==> config.mk <==
export PLATFORM = sky130hd
export DESIGN_NAME = number_token_classifier_top_flat
export DESIGN_NICKNAME = d
export VERILOG_FILES = /design/src/ntc_pkg.sv /design/src/ntc_req_if.sv /design/src/ntc_rsp_if.sv /design/src/ntc_recognizer.sv /design/src/ntc_out_reg.sv /design/src/number_token_classifier_top.sv /design/src/flat_wrapper.sv
export VERILOG_INCLUDE_DIRS = /design/src /design/src/src
export SDC_FILE = /design/constraint.sdc
export NUM_CORES = 1
export LEC_CHECK = 0
export BUFFER_PORTS_ARGS = -buffer_cell sky130_fd_sc_hd__buf_4
export CORE_ASPECT_RATIO = 1.75
export CORE_MARGIN = 4
export CORE_UTILIZATION = 30
export DETAILED_ROUTE_END_ITERATION = 8
export GPL_ROUTABILITY_DRIVEN = 0
export PLACE_DENSITY_LB_ADDON = 0.2
export RECOVER_POWER = 100
export SETUP_SLACK_MARGIN = 0.4
export SYNTH_ARGS = -nofsm -noshare
export SYNTH_HDL_FRONTEND = slang
export SYNTH_SLANG_ARGS = --single-unit
==> constraint.sdc <==
create_clock -name clock -period 2.55 [get_ports clock]
set_input_delay 0 -clock clock [delete_from_list [all_inputs] [get_ports clock]]
set_output_delay 0 -clock clock [all_outputs]
set_load 0.01 [all_outputs]
==> src/assert_macros.svh <==
// ----------------------------------------------------------------------------
// assert_macros.svh
// shared concurrent assertion macros for the number token classifier
// ----------------------------------------------------------------------------
`ifndef ASSERT_MACROS_SVH
`define ASSERT_MACROS_SVH

// plain property, checked at every clock edge outside reset
`define NTC_ASSERT(lbl, clk, rst, prop) \
   lbl: assert property (@(posedge clk) disable iff (rst) prop) \
      else $error("ntc assertion failed");

// antecedent holds, consequent follows in the next cycle
`define NTC_ASSERT_NEXT(lbl, clk, rst, ante, cons) \
   lbl: assert property (@(posedge clk) disable iff (rst) (ante) |=> (cons)) \
      else $error("ntc assertion failed");

`endif

==> src/ntc_pkg.sv <==
// ----------------------------------------------------------------------------
// ntc_pkg
// shared types and character constants of the number token classifier
// ----------------------------------------------------------------------------
`timescale 1ns / 1ps

package ntc_pkg;

   // class of a finished token
   typedef enum logic [1:0] {
      CLASS_NONE     = 2'd0,
      CLASS_INTEGER  = 2'd1,
      CLASS_RATIONAL = 2'd2,
      CLASS_FLOAT    = 2'd3
   } class_type;

   // ascii codes the recognizer looks for
   localparam logic [7:0] CHAR_PLUS   = 8'h2B;
   localparam logic [7:0] CHAR_MINUS  = 8'h2D;
   localparam logic [7:0] CHAR_DOT    = 8'h2E;
   localparam logic [7:0] CHAR_SLASH  = 8'h2F;
   localparam logic [7:0] CHAR_ZERO   = 8'h30;
   localparam logic [7:0] CHAR_NINE   = 8'h39;
   localparam logic [7:0] CHAR_EXP_UP = 8'h45;
   localparam logic [7:0] CHAR_EXP_LO = 8'h65;

   // control from the input stage to the recognizer
   typedef struct packed {
      logic advance;
      logic last;
   } step_type;

endpackage

==> src/ntc_req_if.sv <==
// ----------------------------------------------------------------------------
// ntc_req_if
// byte channel into the classifier, one token byte per beat
// ----------------------------------------------------------------------------
`timescale 1ns / 1ps

interface ntc_req_if;
   logic       valid;
   logic       ready;
   logic [7:0] token_char;
   logic       last_char;

   modport source (output valid, output token_char, output last_char, input ready);
   modport sink (input valid, input token_char, input last_char, output ready);
endinterface

==> src/ntc_rsp_if.sv <==
// ----------------------------------------------------------------------------
// ntc_rsp_if
// result channel out of the classifier, one token class per beat
// ----------------------------------------------------------------------------
`timescale 1ns / 1ps

interface ntc_rsp_if;
   logic       valid;
   logic       ready;
   logic [1:0] token_class;

   modport source (output valid, output token_class, input ready);
   modport sink (input valid, input token_class, output ready);
endinterface

==> src/ntc_recognizer.sv <==
// ----------------------------------------------------------------------------
// ntc_recognizer
// token state register, next-state table and class decode
// ----------------------------------------------------------------------------
`timescale 1ns / 1ps
`include "assert_macros.svh"

module ntc_recognizer (
   input  logic                clock,
   input  logic                reset,
   input  ntc_pkg::step_type   step,
   input  logic [7:0]          token_char,
   output ntc_pkg::class_type  token_class
);

   typedef enum logic [10:0] {
      ST_START   = 11'b000_0000_0001,
      ST_SIGN    = 11'b000_0000_0010,
      ST_INT     = 11'b000_0000_0100,
      ST_SLASH   = 11'b000_0000_1000,
      ST_DEN     = 11'b000_0001_0000,
      ST_DOT     = 11'b000_0010_0000,
      ST_FRAC    = 11'b000_0100_0000,
      ST_EXP     = 11'b000_1000_0000,
      ST_EXPSIGN = 11'b001_0000_0000,
      ST_EXPDIG  = 11'b010_0000_0000,
      ST_DEAD    = 11'b100_0000_0000
   } state_type;

   state_type state_ff;
   state_type state_in;
   state_type next_state;
   logic      is_digit;
   logic      is_sign;
   logic      is_exp;

   assign is_digit = token_char inside {[ntc_pkg::CHAR_ZERO:ntc_pkg::CHAR_NINE]};
   assign is_sign  = token_char inside {ntc_pkg::CHAR_PLUS, ntc_pkg::CHAR_MINUS};
   assign is_exp   = token_char inside {ntc_pkg::CHAR_EXP_LO, ntc_pkg::CHAR_EXP_UP};

   always_comb begin
      next_state = ST_DEAD;
      case (state_ff)
         ST_START: begin
            if (is_sign) next_state = ST_SIGN;
            else if (is_digit) next_state = ST_INT;
            else if (token_char == ntc_pkg::CHAR_DOT) next_state = ST_DOT;
         end
         ST_SIGN: begin
            if (is_digit) next_state = ST_INT;
            else if (token_char == ntc_pkg::CHAR_DOT) next_state = ST_DOT;
         end
         ST_INT: begin
            if (is_digit) next_state = ST_INT;
            else if (token_char == ntc_pkg::CHAR_SLASH) next_state = ST_SLASH;
            else if (token_char == ntc_pkg::CHAR_DOT) next_state = ST_DOT;
            else if (is_exp) next_state = ST_EXP;
         end
         ST_SLASH, ST_DEN: begin
            if (is_digit) next_state = ST_DEN;
         end
         ST_DOT: begin
            if (is_digit) next_state = ST_FRAC;
         end
         ST_FRAC: begin
            if (is_digit) next_state = ST_FRAC;
            else if (is_exp) next_state = ST_EXP;
         end
         ST_EXP: begin
            if (is_sign) next_state = ST_EXPSIGN;
            else if (is_digit) next_state = ST_EXPDIG;
         end
         ST_EXPSIGN, ST_EXPDIG: begin
            if (is_digit) next_state = ST_EXPDIG;
         end
         default: next_state = ST_DEAD;
      endcase
   end

   // class of the token if this byte ends it
   always_comb begin
      case (next_state)
         ST_INT:             token_class = ntc_pkg::CLASS_INTEGER;
         ST_DEN:             token_class = ntc_pkg::CLASS_RATIONAL;
         ST_FRAC, ST_EXPDIG: token_class = ntc_pkg::CLASS_FLOAT;
         default:            token_class = ntc_pkg::CLASS_NONE;
      endcase
   end

   // back to start after the last byte
   always_comb begin
      state_in = state_ff;
      if (step.advance) begin
         state_in = step.last ? ST_START : next_state;
      end
   end

   always_ff @(posedge clock) begin
      if (reset) begin
         state_ff <= ST_START;
      end else begin
         state_ff <= state_in;
      end
   end

   `NTC_ASSERT_NEXT(a_restart_after_last, clock, reset,
      step.advance && step.last, state_ff == ST_START)

endmodule

==> src/ntc_out_reg.sv <==
// ----------------------------------------------------------------------------
// ntc_out_reg
// result register holding one token class until the sink takes it
// ----------------------------------------------------------------------------
`timescale 1ns / 1ps
`include "assert_macros.svh"

module ntc_out_reg (
   input  logic               clock,
   input  logic               reset,
   input  logic               load,
   input  ntc_pkg::class_type token_class,
   output logic               load_ok,
   ntc_rsp_if.source          rsp_chan
);

   logic               valid_ff;
   logic               valid_in;
   ntc_pkg::class_type class_ff;

   // free when empty or emptied this cycle
   assign load_ok  = !valid_ff || rsp_chan.ready;
   assign valid_in = load || (valid_ff && !rsp_chan.ready);

   always_ff @(posedge clock) begin
      if (reset) begin
         valid_ff <= 1'b0;
      end else begin
         valid_ff <= valid_in;
      end
   end

   always_ff @(posedge clock) begin
      if (load) begin
         class_ff <= token_class;
      end
   end

   assign rsp_chan.valid       = valid_ff;
   assign rsp_chan.token_class = class_ff;

   `NTC_ASSERT_NEXT(a_load_shows_valid, clock, reset, load, valid_ff)

endmodule

==> src/number_token_classifier_top.sv <==
// ----------------------------------------------------------------------------
// number_token_classifier_top
// classifies a byte-serial token as none, integer, rational or float
// ----------------------------------------------------------------------------
// Takes one token byte per beat on req_chan, with last_char marking the
// final byte, and returns one class beat on rsp_chan per token: 0 none,
// 1 integer, 2 rational, 3 float. A byte is taken every cycle unless a
// last byte is held in the input register; a class is valid on rsp_chan
// once its last byte has passed the input register and then the result
// register. Per cycle the work is one lookup in the next-state table
// from the registered byte and the one-hot token state. Bytes that do not
// end a token never wait on rsp_chan; a last byte waits in the input
// register only while the result register holds a class not yet taken.
`timescale 1ns / 1ps
`include "assert_macros.svh"

module number_token_classifier_top (
   input  logic       clock,
   input  logic       reset,
   ntc_req_if.sink    req_chan,
   ntc_rsp_if.source  rsp_chan
);

   // input register
   logic               in_valid_ff;
   logic               in_valid_in;
   logic [7:0]         char_ff;
   logic               last_ff;

   logic               accept;
   logic               advance;
   logic               load_ok;
   ntc_pkg::step_type  step;
   ntc_pkg::class_type token_class;

   // a byte moves on unless it ends a token and the result slot is busy
   assign advance        = in_valid_ff && (!last_ff || load_ok);
   assign req_chan.ready = !in_valid_ff || advance;
   assign accept         = req_chan.valid && req_chan.ready;
   assign in_valid_in    = accept || (in_valid_ff && !advance);

   always_ff @(posedge clock) begin
      if (reset) begin
         in_valid_ff <= 1'b0;
      end else begin
         in_valid_ff <= in_valid_in;
      end
   end

   // payload needs no reset
   always_ff @(posedge clock) begin
      if (accept) begin
         char_ff <= req_chan.token_char;
         last_ff <= req_chan.last_char;
      end
   end

   assign step.advance = advance;
   assign step.last    = last_ff;

   ntc_recognizer u_recognizer (
      .clock       (clock),
      .reset       (reset),
      .step        (step),
      .token_char  (char_ff),
      .token_class (token_class)
   );

   // result beat only on a token's last byte
   ntc_out_reg u_out_reg (
      .clock       (clock),
      .reset       (reset),
      .load        (advance && last_ff),
      .token_class (token_class),
      .load_ok     (load_ok),
      .rsp_chan    (rsp_chan)
   );

   // a held last byte blocks new bytes
   `NTC_ASSERT(a_stall_blocks_input, clock, reset,
      (in_valid_ff && last_ff && rsp_chan.valid && !rsp_chan.ready) |-> !req_chan.ready)

   // a fresh result beat comes only from a last byte moving on
   `NTC_ASSERT(a_result_from_last, clock, reset,
      $rose(rsp_chan.valid) |-> $past(advance && last_ff))

endmodule

==> src/flat_wrapper.sv <==
// flat-port wrapper written by rule: the top's interface ports become plain ports
module number_token_classifier_top_flat 
  (clock, reset, req_chan_valid, req_chan_token_char, req_chan_last_char, req_chan_ready, rsp_chan_valid, rsp_chan_token_class, rsp_chan_ready);
  ntc_req_if req_chan_i ();
  ntc_rsp_if rsp_chan_i ();
  input  logic clock;
  input  logic reset;
  input wire logic [$bits(req_chan_i.valid)-1:0] req_chan_valid;
  input wire logic [$bits(req_chan_i.token_char)-1:0] req_chan_token_char;
  input wire logic [$bits(req_chan_i.last_char)-1:0] req_chan_last_char;
  output wire logic [$bits(req_chan_i.ready)-1:0] req_chan_ready;
  output wire logic [$bits(rsp_chan_i.valid)-1:0] rsp_chan_valid;
  output wire logic [$bits(rsp_chan_i.token_class)-1:0] rsp_chan_token_class;
  input wire logic [$bits(rsp_chan_i.ready)-1:0] rsp_chan_ready;
  assign req_chan_i.valid = req_chan_valid;
  assign req_chan_i.token_char = req_chan_token_char;
  assign req_chan_i.last_char = req_chan_last_char;
  assign req_chan_ready = req_chan_i.ready;
  assign rsp_chan_valid = rsp_chan_i.valid;
  assign rsp_chan_token_class = rsp_chan_i.token_class;
  assign rsp_chan_i.ready = rsp_chan_ready;
  number_token_classifier_top u_core (.clock(clock), .reset(reset), .req_chan(req_chan_i), .rsp_chan(rsp_chan_i));
endmodule
==> results of run 1 <==
==> worst max-delay path, delay by kind of cell, from the launching register on <==
| family | cells | cell delay (ns) |
|---|---|---|
| AND/OR/NAND/NOR | 4 | 1.60 |
| flip-flops | 1 | 0.39 |
| AO/OA/AOI/OAI | 1 | 0.15 |
==> worst max-delay path by stage <==
stage	start	endpoint	slack, ns	cells after the start
2_1_floorplan	u_core.u_recognizer.state_ff[7]	u_core.u_recognizer.state_ff[6]	0.71	4
3_3_place_gp	u_core.u_recognizer.state_ff[0]	u_core.u_recognizer.state_ff[6]	0.48	5
3_5_place_dp	u_core.u_recognizer.state_ff[0]	u_core.u_recognizer.state_ff[6]	0.42	5
4_1_cts	u_core.char_ff[7]	u_core.u_out_reg.rsp_chan.token_class[1]	0.48	5
5_1_grt	u_core.u_recognizer.state_ff[3]	u_core.u_recognizer.state_ff[6]	0.27	5
6_report	u_core.u_recognizer.state_ff[3]	u_core.u_recognizer.state_ff[6]	0.35	5
==> stage by stage <==
stage                     power [W]  hold slack, ns  instances
after floorplan            0.000471          0.0989        125
after global placement     0.000503           0.178        187
after detailed placement   0.000505           0.179        187
after CTS                  0.000850          0.0709        202
after global routing       0.000877           0.119        202
final                      0.000844          0.0767        202
==> layer usage <==
layer | track usage (%) | wire length, microns | vias to the layer above
met2 | 24.1 | 1820 | 26
li1 | - | - | 545
met5 | 0 | 0 | -
met1 | 13.4 | 1220 | 517
met3 | 1.81 | 79 | 6
met4 | 5.54 | 92 | 0
==> placed cells by master (no fill, tap or decap), types with 3 or more instances in the layout <==
| cell | n |
|---|---|
| sky130_fd_sc_hd__nor2_1 | 13 |
| sky130_fd_sc_hd__dfxtp_1 | 13 |
| sky130_fd_sc_hd__dlygate4sd3_1 | 11 |
| sky130_fd_sc_hd__edfxtp_1 | 11 |
| sky130_fd_sc_hd__clkbuf_4 | 9 |
| sky130_fd_sc_hd__nand2_1 | 8 |
| sky130_fd_sc_hd__a21oi_1 | 7 |
| sky130_fd_sc_hd__nor3_1 | 5 |
| sky130_fd_sc_hd__clkbuf_1 | 5 |
| sky130_fd_sc_hd__buf_4 | 4 |
| sky130_fd_sc_hd__xnor2_1 | 3 |
| sky130_fd_sc_hd__and3_1 | 3 |
| sky130_fd_sc_hd__o21ai_0 | 3 |
| sky130_fd_sc_hd__xor2_1 | 3 |
| sky130_fd_sc_hd__nand4_1 | 3 |
| sky130_fd_sc_hd__nand3_1 | 3 |
| sky130_fd_sc_hd__a32o_1 | 3 |
| sky130_fd_sc_hd__a32oi_1 | 3 |
| sky130_fd_sc_hd__clkbuf_8 | 3 |
==> power by group <==
part / internal [W] / switching (W) / total [W]
registers: 0.000416 / 0.0000141 / 0.000430
clock network: 0.000210 / 0.000126 / 0.000335
logic: 0.0000403 / 0.0000391 / 0.0000794
==> layout make-up <==
class                   count  area (sq um)  share of cell area (%)
multi-input cells          95           622                    39.4
flip-flops and latches     24           591                    37.4
repair buffers             29           226                    14.4
well taps                  48          60.1                    3.81
clock buffers               3          41.3                    2.62
clock inverters             1          30.0                    1.90
inverters                   2          7.51                   0.476
==> timing repair <==
action                                  CTS  global route
gates cloned                              0             0
hold buffers                             11             0
gates resized for setup                   1             3
hold endpoints to repair                 15             0
endpoints found under the setup margin    1             7
==> logic make-up after synthesis <==
kind of cell / synth area share, %
DFF: 48.1
buffers and inverters: 1.94
xor gates and xnor gates: 4.28
and+or+nand+nor: 26.3
AOI/OAI and AO/OA: 19.4
==> sequential cells by signal, indices dropped and copies added (netlist names) <==
signal	count
u_core.u_recognizer.state_ff	11
u_core.char_ff	8
u_core.u_out_reg.rsp_chan.token_class	2
u_core.in_valid_ff	1
u_core.last_ff	1
u_core.u_out_reg.rsp_chan.valid	1
==> load_flow_metrics.sql, run 1 <==
INSERT INTO impl_metrics (metric_group, metric, value, unit) VALUES
('run_status', 'outcome', 'complete, no violations', ''),
('grt', 'grt_max_degree', '15', ''),
('place', 'placedInstanceArea', '0.00141', 'sq mm'),
('final_layout', 'layout-area-overhead-vs-synth', '28.5', '%'),
('die', 'die_height', '92.6', 'microns'),
('timing', 'grt_setup_unrepaired', 'no', ''),
('grt', 'grt_first_pass_wirelength', '5250', 'microns'),
('cts', 'cts_buffer_depth', '2', ''),
('cts', 'cts_inserted_buffers', '3', ''),
('grt', 'grt.overflow.total', '0', ''),
('critical_path', 'setup.worst_path.end_class', 'register', ''),
('critical_path', 'worst_ep_required_time', '2.75', 'ns'),
('timing', 'setup_ws', '0.355', 'ns'),
('synth', 'synth_fp_nets', '138', ''),
('drt', 'post_drt_wl_per_cell', '15.9', 'microns'),
('drt', 'drt_iter0_markers', '66', ''),
('critical_path', 'critical_path.cell_chain', 'nor3_1, nand2_1, or4_1, or4_1, a21oi_1', ''),
('timing', 'timing.final.max_slew_violations', '0', ''),
('synth', 'synth_largest_area_cell', 'sky130_fd_sc_hd__edfxtp_1', ''),
('final_layout', 'layout-drive-gt1-share', '13.6', '%'),
('job', 'drv.max_cap_violation_count', '0', ''),
('final_layout', 'n_antenna_cell', '0', ''),
('die', 'die_x', '56.4', 'microns'),
('hold_path', 'min_delay_path_depth', '4', ''),
('drt', 'firstDrtPassIters', '4', ''),
('synth', 'synth.ff_latch_count', '24', ''),
('timing', 'slew-limit-headroom', '60.8', '%'),
('power_and_ir_drop', 'p_per_area', '535', 'mW/mm^2'),
('critical_path', 'cp.arrival', '2.40', 'ns'),
('timing', 'fmax', '456', 'MHz'),
('critical_path', 'worstSetupStartpointType', 'register', ''),
('cts', 'cts_post_setup_buffers_inserted', '0', ''),
('timing', 'timing_hold_violations_final', '0', ''),
('critical_path', 'regToRegStartpoint', 'u_core.u_recognizer.state_ff[3]', ''),
('grt', 'antenna_found_initial', '0', ''),
('synth', 'synth.lib_cells_used.distinct', '45', ''),
('synth', 'syn-cell-area', '0.00123', 'sq mm'),
('power_and_ir_drop', 'p_leak', '0.574', 'nW'),
('synth', 'synth_top_flop_cell', 'sky130_fd_sc_hd__dfxtp_1', ''),
('drt', 'post_drt_via_cell_ratio', '5.42', ''),
('hold_path', 'timing.hold.worst.start', 'rsp_chan_ready', ''),
('place', 'placement.io_buffers', '16', ''),
('timing', 'finalClockSkew', '0.00456', 'ns'),
('die', 'core.rowCount', '30', ''),
('timing', 'setup-tns-final', '0', 'ns'),
('synth', 'proportion_of_synthesized_chip_area_in_sequential_cells', '48.1', '%'),
('die', 'initial_utilization', '31.4', '%'),
('cts', 'cts_sinks', '24', ''),
('critical_path', 'r2r.worst_path.cells', '5', ''),
('timing', 'final_min_period_over_clock_period', '86.1', '%'),
('power_and_ir_drop', 'max-vdd-ir-drop', '0.424', 'mV'),
('synth', 'synth-edff-count', '11', ''),
('cts', 'clock_latency', '0.26', 'ns'),
('die', 'design.die.area', '0.00522', 'sq mm'),
('timing', 'period_needed', '2.20', 'ns'),
('critical_path', 'setup.worst_path.class', 'reg2reg', ''),
('synth', 'async_flop_share', '0', '%'),
('drt', 'detail_route.drc_violations', '0', ''),
('final_layout', 'core_utilization_of_the_finished_layout', '40.4', '%'),
('die', 'fp.coreArea', '0.00390', 'sq mm'),
('synth', 'synth.cells.most_frequent', 'sky130_fd_sc_hd__nor2_1, sky130_fd_sc_hd__dfxtp_1, sky130_fd_sc_hd__edfxtp_1, sky130_fd_sc_hd__nand2_1, sky130_fd_sc_hd__a21oi_1', ''),
('hold_path', 'hold_path_class', 'in2reg', ''),
('place', 'post-dp-hpwl', '2380', 'microns'),
('place', 'dp_worst_setup_slack', '0.421', 'ns'),
('final_layout', 'layout.nets', '168', ''),
('synth', 'synthesis.instances', '125', ''),
('critical_path', 'critical-path-slowest-cell', 'sky130_fd_sc_hd__or4_1', ''),
('final_layout', 'fin_area', '0.00158', 'sq mm'),
('synth', 'yosys.area.top_type_share', '26.9', '%'),
('critical_path', 'register_to_register_setup_slack', '0.35', 'ns'),
('critical_path', 'cp_common_cell', 'sky130_fd_sc_hd__or4_1', '');
Power figures use the tool's default switching activity.
==> run 2: changes to the inputs <==
SKIP_CTS_REPAIR_TIMING = 1   (was not set)
SYNTH_HIERARCHICAL = 1   (was not set)
==> run 2 against run 1 <==
  * Worst hold slack lost 0.070 ns
  * Synthesized area grew 12%
  * Largest cell class unchanged
  * First-iteration DRC count shrank 38%
==> load_flow_metrics.sql, run 2 <==
INSERT INTO impl_metrics (metric_group, metric, value, unit) VALUES
('synth', 'synth_area_leaders', 'sky130_fd_sc_hd__edfxtp_1, sky130_fd_sc_hd__dfxtp_1, sky130_fd_sc_hd__nor2_1', ''),
('cts', 'h_tree_depth_reported_by_cts', '1', ''),
('final_layout', 'max_flop_register', 'u_core/u_recognizer/state_ff', ''),
('hold_path', 'hold_path_class', 'in2reg', ''),
('die', 'core.rowCount', '32', ''),
('drt', 'vias', '1243', ''),
('power_and_ir_drop', 'power.sequential.fraction', '58.0', '%'),
('die', 'design.die.area', '0.00576', 'sq mm'),
('synth', 'yosysMostFrequentCell', 'sky130_fd_sc_hd__nor2_1', ''),
('timing', 'finalClockSkew', '0.00570', 'ns'),
('synth', 'syn-cell-area', '0.00137', 'sq mm'),
('drt', 'firstDrtPassIters', '4', ''),
('critical_path', 'setup.worst_path.end_class', 'register', ''),
('synth', 'async_flop_share', '0', '%'),
('critical_path', 'worst_ep_required_time', '2.67', 'ns'),
('timing', 'grt_setup_unrepaired', 'no', ''),
('power_and_ir_drop', 'cell_internal_pwr', '0.000569', 'W'),
('drt', 'drt_iter0_markers', '41', ''),
('drt', 'postRouteWirelength', '3330', 'microns'),
('die', 'die_x', '59.1', 'microns'),
('grt', 'grt_pass1_vias', '1231', ''),
('timing', 'fin_hold_ws', '0.00673', 'ns'),
('timing', 'tightestPinTransition', '0.609', 'ns'),
('drt', 'post_drt_via_cell_ratio', '5.50', ''),
('job', 'drv.max_cap_violation_count', '0', ''),
('power_and_ir_drop', 'pwr-share-comb', '11.6', '%'),
('grt', 'antenna_found_initial', '0', ''),
('timing', 'setup-tns-final', '0', 'ns'),
('synth', 'synth_largest_area_cell', 'sky130_fd_sc_hd__edfxtp_1', ''),
('cts', 'cts_sinks', '24', ''),
('critical_path', 'cp.arrival', '2.28', 'ns'),
('place', 'post-dp-hpwl', '2500', 'microns'),
('final_layout', 'layout-drive-gt1-share', '15.4', '%'),
('cts', 'cts_buffer_depth', '2', ''),
('synth', 'synthesis.instances', '144', ''),
('synth', 'synth.lib_cells_used.distinct', '55', ''),
('synth', 'synth_fp_nets', '157', ''),
('drt', 'post_drt_wl_per_cell', '14.7', 'microns'),
('cts', 'cts_root_buf', 'sky130_fd_sc_hd__clkbuf_8', ''),
('final_layout', 'layout.nets', '189', ''),
('cts', 'clock_latency', '0.27', 'ns'),
('drt', 'detail_route.drc_violations', '0', ''),
('place', 'placement.io_buffers', '16', ''),
('grt', 'grt_max_degree', '15', ''),
('grt', 'grt_first_pass_wirelength', '5410', 'microns'),
('timing', 'timing_hold_violations_final', '0', ''),
('die', 'fp.coreArea', '0.00440', 'sq mm'),
('power_and_ir_drop', 'max-vdd-ir-drop', '0.380', 'mV'),
('timing', 'slew-limit-headroom', '59.0', '%'),
('power_and_ir_drop', 'p_per_area', '442', 'mW/mm^2'),
('final_layout', 'layout-area-overhead-vs-synth', '22.4', '%'),
('synth', 'avgSynthCellArea', '9.52', 'sq um'),
('cts', 'cts_inserted_buffers', '3', ''),
('final_layout', 'layout_commonest_cell', 'sky130_fd_sc_hd__nor2_1', ''),
('timing', 'timing.final.max_slew_violations', '0', ''),
('synth', 'synth.ff_latch_count', '24', ''),
('critical_path', 'worst-path-max-fanout', '7', ''),
('final_layout', 'layout_common_cells', 'sky130_fd_sc_hd__nor2_1, sky130_fd_sc_hd__dfxtp_1, sky130_fd_sc_hd__edfxtp_1, sky130_fd_sc_hd__dlygate4sd3_1', ''),
('timing', 'fmax', '463', 'MHz'),
('power_and_ir_drop', 'p_leak', '0.629', 'nW'),
('power_and_ir_drop', 'power.switching_fraction', '23.2', '%'),
('power_and_ir_drop', 'p_switching', '0.000172', 'W'),
('final_layout', 'largest_register_ffs', '11', ''),
('critical_path', 'register_to_register_setup_slack', '0.39', 'ns'),
('critical_path', 'setup.worst_path.class', 'reg2reg', ''),
('cts', 'clk_transition_reported_paths', '0.08', 'ns'),
('die', 'die_height', '97.4', 'microns'),
('final_layout', 'n_antenna_cell', '0', ''),
('timing', 'timing.final.setup_violations', '0', ''),
('power_and_ir_drop', 'clock_power_share', '30.5', '%'),
('synth', 'proportion_of_synthesized_chip_area_in_sequential_cells', '43.1', '%'),
('run_status', 'outcome', 'complete, no violations', ''),
('timing', 'final_min_period_over_clock_period', '84.6', '%'),
('critical_path', 'worstSetupStartpointType', 'register', ''),
('cts', 'tritoncts', 'built', ''),
('synth', 'synth.cells.most_frequent', 'sky130_fd_sc_hd__nor2_1, sky130_fd_sc_hd__dfxtp_1, sky130_fd_sc_hd__edfxtp_1, sky130_fd_sc_hd__nand2_1, sky130_fd_sc_hd__nand2b_1', ''),
('grt', 'grtUsageTotal', '11.9', '%'),
('timing', 'period_needed', '2.16', 'ns'),
('synth', 'yosys.area.top_type_share', '24.1', '%'),
('grt', 'grt.overflow.total', '0', ''),
('synth', 'synth_top_flop_cell', 'sky130_fd_sc_hd__dfxtp_1', ''),
('synth', 'synth-edff-count', '11', ''),
('final_layout', 'fillers', '457', ''),
('die', 'io_pins', '17', ''),
('synth', 'ys_warnings', '6', ''),
('drt', 'ant_nets', '0', ''),
('die', 'initial_utilization', '31.1', '%');
## run 2: cell types whose count changed after synthesis, sizes merged, moves of 3 or more
cell    before  now
nor2        14   20
nand2b       2    7
nand3b       0    4
a22oi        1    4
a32o         3    0
nor3         5    2
nor4b        0    3
o21ai        3    6
## run 2: final timing paths
path / startpoint / to / cells past startpoint
worst min register to register: u_core/u_out_reg/rsp_chan.valid / u_core/u_out_reg/rsp_chan.valid / 2
worst max register to register: u_core/u_recognizer/state_ff[6] / u_core/u_out_reg/rsp_chan.token_class[0] / 6
worst max-delay path: u_core/u_recognizer/state_ff[6] / u_core/u_out_reg/rsp_chan.token_class[0] / 6
worst min-delay path: reset / u_core/in_valid_ff / 2
## run 2: worst max-delay path, stage by stage (launching register included)
cell and delay (ns):
sky130_fd_sc_hd__dfxtp_1 0.38, sky130_fd_sc_hd__nor4_1 0.52, sky130_fd_sc_hd__or4b_1 0.48, sky130_fd_sc_hd__o22ai_1 0.12
sky130_fd_sc_hd__a31oi_1 0.10, sky130_fd_sc_hd__or2_1 0.27, sky130_fd_sc_hd__a31oi_1 0.14
## run 2: kinds of logic (layout without fill, tap and decap cells)
family / count (synthesis) / in the layout / share of synthesized area [%]
buffers and inverters: 9 / 40 / 2.65
flip-flops: 24 / 24 / 43.1
XOR/XNOR: 5 / 5 / 3.19
AND/OR/NAND/NOR: 73 / 73 / 34.3
AO/OA/AOI/OAI: 33 / 33 / 16.8
## run 2: through the flow
| stage | setup WS, ns | util [%] | power (W) | instances | instance area [sq um] |
|---|---|---|---|---|---|
| CTS | 0.479 | 36.4 | 0.000738 | 214 | 1610 |
| detailed placement | 0.496 | 35.4 | 0.000513 | 210 | 1560 |
| finish | 0.392 | 38.1 | 0.000741 | 226 | 1680 |
| floorplan | 0.597 | - | 0.000478 | 144 | 1370 |
| global route | 0.211 | 38.1 | 0.000775 | 226 | 1680 |
| global placement | 0.504 | 35.4 | 0.000513 | 210 | 1560 |
## run 2: cell type report
class / instances / area (sq um) / area share (%)
Multi-Input combinational cell: 111 / 724 / 43.2
Sequential cell: 24 / 591 / 35.2
Timing Repair Buffer: 31 / 235 / 14.0
Tap cell: 51 / 63.8 / 3.80
Clock buffer: 3 / 41.3 / 2.46
Inverter: 5 / 18.8 / 1.12
Clock inverter: 1 / 3.75 / 0.224
## run 2: power groups by stage
stage	registers [W]	clock network (W)	logic, W
finish	0.000430	0.000226	0.0000858
global route	0.000432	0.000249	0.0000949
CTS	0.000430	0.000234	0.0000747
detailed placement	0.000439	0	0.0000744
global placement	0.000438	0	0.0000741
floorplan	0.000436	0	0.0000427
## run 2: routing by layer
layer	vias to the layer above	wire length, microns	track usage, %
met5	-	0	0
met4	0	186	7.68
met3	16	97	1.20
met2	41	1850	22.6
met1	590	1190	11.2
li1	596	-	-
==> run 3: changes to the inputs <==
clock period = 1.8 ns   (was 2.55 ns; I/O delays follow)
==> run 3 against run 2 <==
  * The flow now finishes with violations (negative hold slack, negative setup slack)
  * Combinational power is 96% higher
  * Highest routed layer unchanged
  * Flip-flop and latch count stayed put
  * Register-to-register slack worse by 0.53 ns
  * Core utilization is 7.6 points higher
  * Global-route usage is 1.6 points higher
  * Die area stayed put
  * Setup slack worse by 0.53 ns
  * Clock power is 110% higher
  * Largest cell class unchanged
  * First-iteration DRC count is 2.4% lower
==> load_flow_metrics.sql, run 3 (synthesis gave the netlist of run 2 again) <==
INSERT INTO impl_metrics (metric_group, metric, value, unit) VALUES
('critical_path', 'worst-path-max-fanout', '2', ''),
('hold_path', 'hold_path_class', 'in2reg', ''),
('critical_path', 'setup.worst_path.end_class', 'register', ''),
('grt', 'grt_first_pass_wirelength', '5950', 'microns'),
('timing', 'timing_hold_violations_final', '1', ''),
('die', 'fp.coreArea', '0.00440', 'sq mm'),
('grt', 'grt_pass1_vias', '1345', ''),
('grt', 'grt_max_degree', '15', ''),
('critical_path', 'cp.arrival', '2.05', 'ns'),
('place', 'placement.io_buffers', '16', ''),
('final_layout', 'layout-area-overhead-vs-synth', '46.8', '%'),
('drt', 'post_drt_wl_per_cell', '15.1', 'microns'),
('drt', 'highest-signal-layer', 'met4', ''),
('place', 'post-dp-hpwl', '2920', 'microns'),
('place', 'dpl.cell_count', '235', ''),
('final_layout', 'layout_common_cells', 'sky130_fd_sc_hd__buf_4, sky130_fd_sc_hd__nor2_1, sky130_fd_sc_hd__edfxtp_1', ''),
('final_layout', 'layout_commonest_cell', 'sky130_fd_sc_hd__buf_4', ''),
('drt', 'drt_iter0_markers', '40', ''),
('die', 'design.die.area', '0.00576', 'sq mm'),
('final_layout', 'n_antenna_cell', '0', ''),
('timing', 'timing.final.setup_violations', '4', ''),
('drt', 'post_drt_via_cell_ratio', '5.19', ''),
('job', 'drv.max_cap_violation_count', '0', ''),
('die', 'initial_utilization', '31.1', '%'),
('die', 'core.rowCount', '32', ''),
('drt', 'wl_met3', '63', 'microns'),
('power_and_ir_drop', 'p_per_area', '620', 'mW/mm^2'),
('timing', 'slew-limit-headroom', '63.4', '%'),
('grt', 'antenna_found_initial', '0', ''),
('cts', 'clock_latency', '0.27', 'ns'),
('final_layout', 'largest_register_ffs', '11', ''),
('power_and_ir_drop', 'max-vdd-ir-drop', '0.485', 'mV'),
('grt', 'grtUsageTotal', '13.5', '%'),
('drt', 'vias', '1307', ''),
('timing', 'tightestPinTransition', '0.549', 'ns'),
('final_layout', 'layout.nets', '215', ''),
('die', 'io_pins', '17', ''),
('timing', 'finalClockSkew', '0.00302', 'ns'),
('drt', 'firstDrtPassIters', '4', ''),
('timing', 'fmax', '516', 'MHz'),
('cts', 'cts_root_buf', 'sky130_fd_sc_hd__clkbuf_8', ''),
('timing', 'final_min_period_over_clock_period', '108', '%'),
('die', 'die_x', '59.1', 'microns'),
('timing', 'period_needed', '1.94', 'ns'),
('final_layout', 'layout-drive-gt1-share', '37.8', '%'),
('critical_path', 'worst_ep_required_time', '1.92', 'ns'),
('critical_path', 'setup.worst_path.class', 'reg2reg', ''),
('grt', 'grt.overflow.total', '0', ''),
('cts', 'tritoncts', 'built', ''),
('timing', 'grt_setup_unrepaired', 'yes', ''),
('cts', 'cts_buffer_depth', '2', ''),
('drt', 'routed-wl-met2', '2300', 'microns'),
('drt', 'routedLengthMet1', '1330', 'microns'),
('cts', 'clk_transition_reported_paths', '0.09', 'ns'),
('cts', 'h_tree_depth_reported_by_cts', '1', ''),
('timing', 'setup_ws', '-0.139', 'ns'),
('timing', 'fin_hold_ws', '-0.00119', 'ns'),
('timing', 'timing.final.max_slew_violations', '0', ''),
('die', 'die_height', '97.4', 'microns'),
('final_layout', 'max_flop_register', 'u_core/u_recognizer/state_ff', ''),
('place', 'dp_worst_setup_slack', '-0.111', 'ns'),
('critical_path', 'worstSetupStartpointType', 'register', ''),
('drt', 'ant_nets', '0', ''),
('cts', 'cts_inserted_buffers', '3', ''),
('final_layout', 'stdcell_count', '252', ''),
('run_status', 'violations', 'negative hold slack, negative setup slack', ''),
('cts', 'cts_sinks', '24', ''),
('drt', 'detail_route.drc_violations', '0', ''),
('final_layout', 'fillers', '417', ''),
('power_and_ir_drop', 'p_leak', '0.810', 'nW'),
('run_status', 'outcome', 'finished with violations', ''),
('drt', 'postRouteWirelength', '3800', 'microns');
## run 3: changes by cell type in the layout (fill, tap and decap cells not counted), moves of 2 or more
cell	delta
sky130_fd_sc_hd__buf_4	+24
sky130_fd_sc_hd__buf_6	+2
sky130_fd_sc_hd__clkinv_1	-2
sky130_fd_sc_hd__dfxtp_1	-3
sky130_fd_sc_hd__dfxtp_2	+3
sky130_fd_sc_hd__nor4_1	-3
sky130_fd_sc_hd__nor4_4	+2
## run 3: critical path: stages, from the launching register on
cell and delay, ns:
sky130_fd_sc_hd__dfxtp_2 0.34, sky130_fd_sc_hd__nor4_4 0.31, sky130_fd_sc_hd__or4b_4 0.50, sky130_fd_sc_hd__o22ai_2 0.12, sky130_fd_sc_hd__a31oi_2 0.08, sky130_fd_sc_hd__or2_1 0.27
sky130_fd_sc_hd__a31oi_1 0.16
## run 3: area by class of cell
type                    count  area (sq um)  area share (%)
clock inverters             1          30.0            1.49
inverters                   5          21.3            1.06
multi-input cells         111           821            40.8
well taps                  51          63.8            3.17
repair buffers             57           442            21.9
flip-flops and latches     24           594            29.5
clock buffers               3          41.3            2.05
## run 3: path summary, 6_finish.rpt
| kind | cells after the start | slack (ns) | to | from |
|---|---|---|---|---|
| max | 6 | -0.14 | u_core/u_out_reg/rsp_chan.token_class[0] | u_core/u_recognizer/state_ff[6] |
| min | 2 | -0.001 | u_core/u_recognizer/state_ff[6] | reset |
| max reg2reg | 6 | -0.14 | u_core/u_out_reg/rsp_chan.token_class[0] | u_core/u_recognizer/state_ff[6] |
| min reg2reg | 2 | 0.51 | u_core/u_out_reg/rsp_chan.valid | u_core/u_out_reg/rsp_chan.valid |
## run 3: power breakdown
group / switching [W] / leakage, nW / total (W) / internal [W]
combinational: 0.0000718 / 0.563 / 0.000168 / 0.0000964
sequential: 0.0000178 / 0.212 / 0.000607 / 0.000589
clock: 0.000176 / 0.0357 / 0.000473 / 0.000297
total: 0.000266 / 0.810 / 0.00125 / 0.000983
## run 3: metrics by stage
step / total power, W / setup TNS, ns / util, % / cell area [sq um]
2_1_floorplan: 0.000680 / 0 / - / 1390
3_3_place_gp: 0.000758 / -0.314 / 40.1 / 1770
3_5_place_dp: 0.000761 / -0.310 / 40.1 / 1770
4_1_cts: 0.00124 / -0.425 / 41.7 / 1840
5_1_grt: 0.00130 / -0.785 / 45.7 / 2010
6_report: 0.00125 / -0.438 / 45.7 / 2010
## run 3: layer usage
| layer | global-route usage (%) | vias to the layer above |
|---|---|---|
| met5 | 0 | - |
| met4 | 7.16 | 0 |
| met3 | 1.60 | 8 |
| met2 | 26.4 | 20 |
| met1 | 12.5 | 630 |
| li1 | - | 649 |
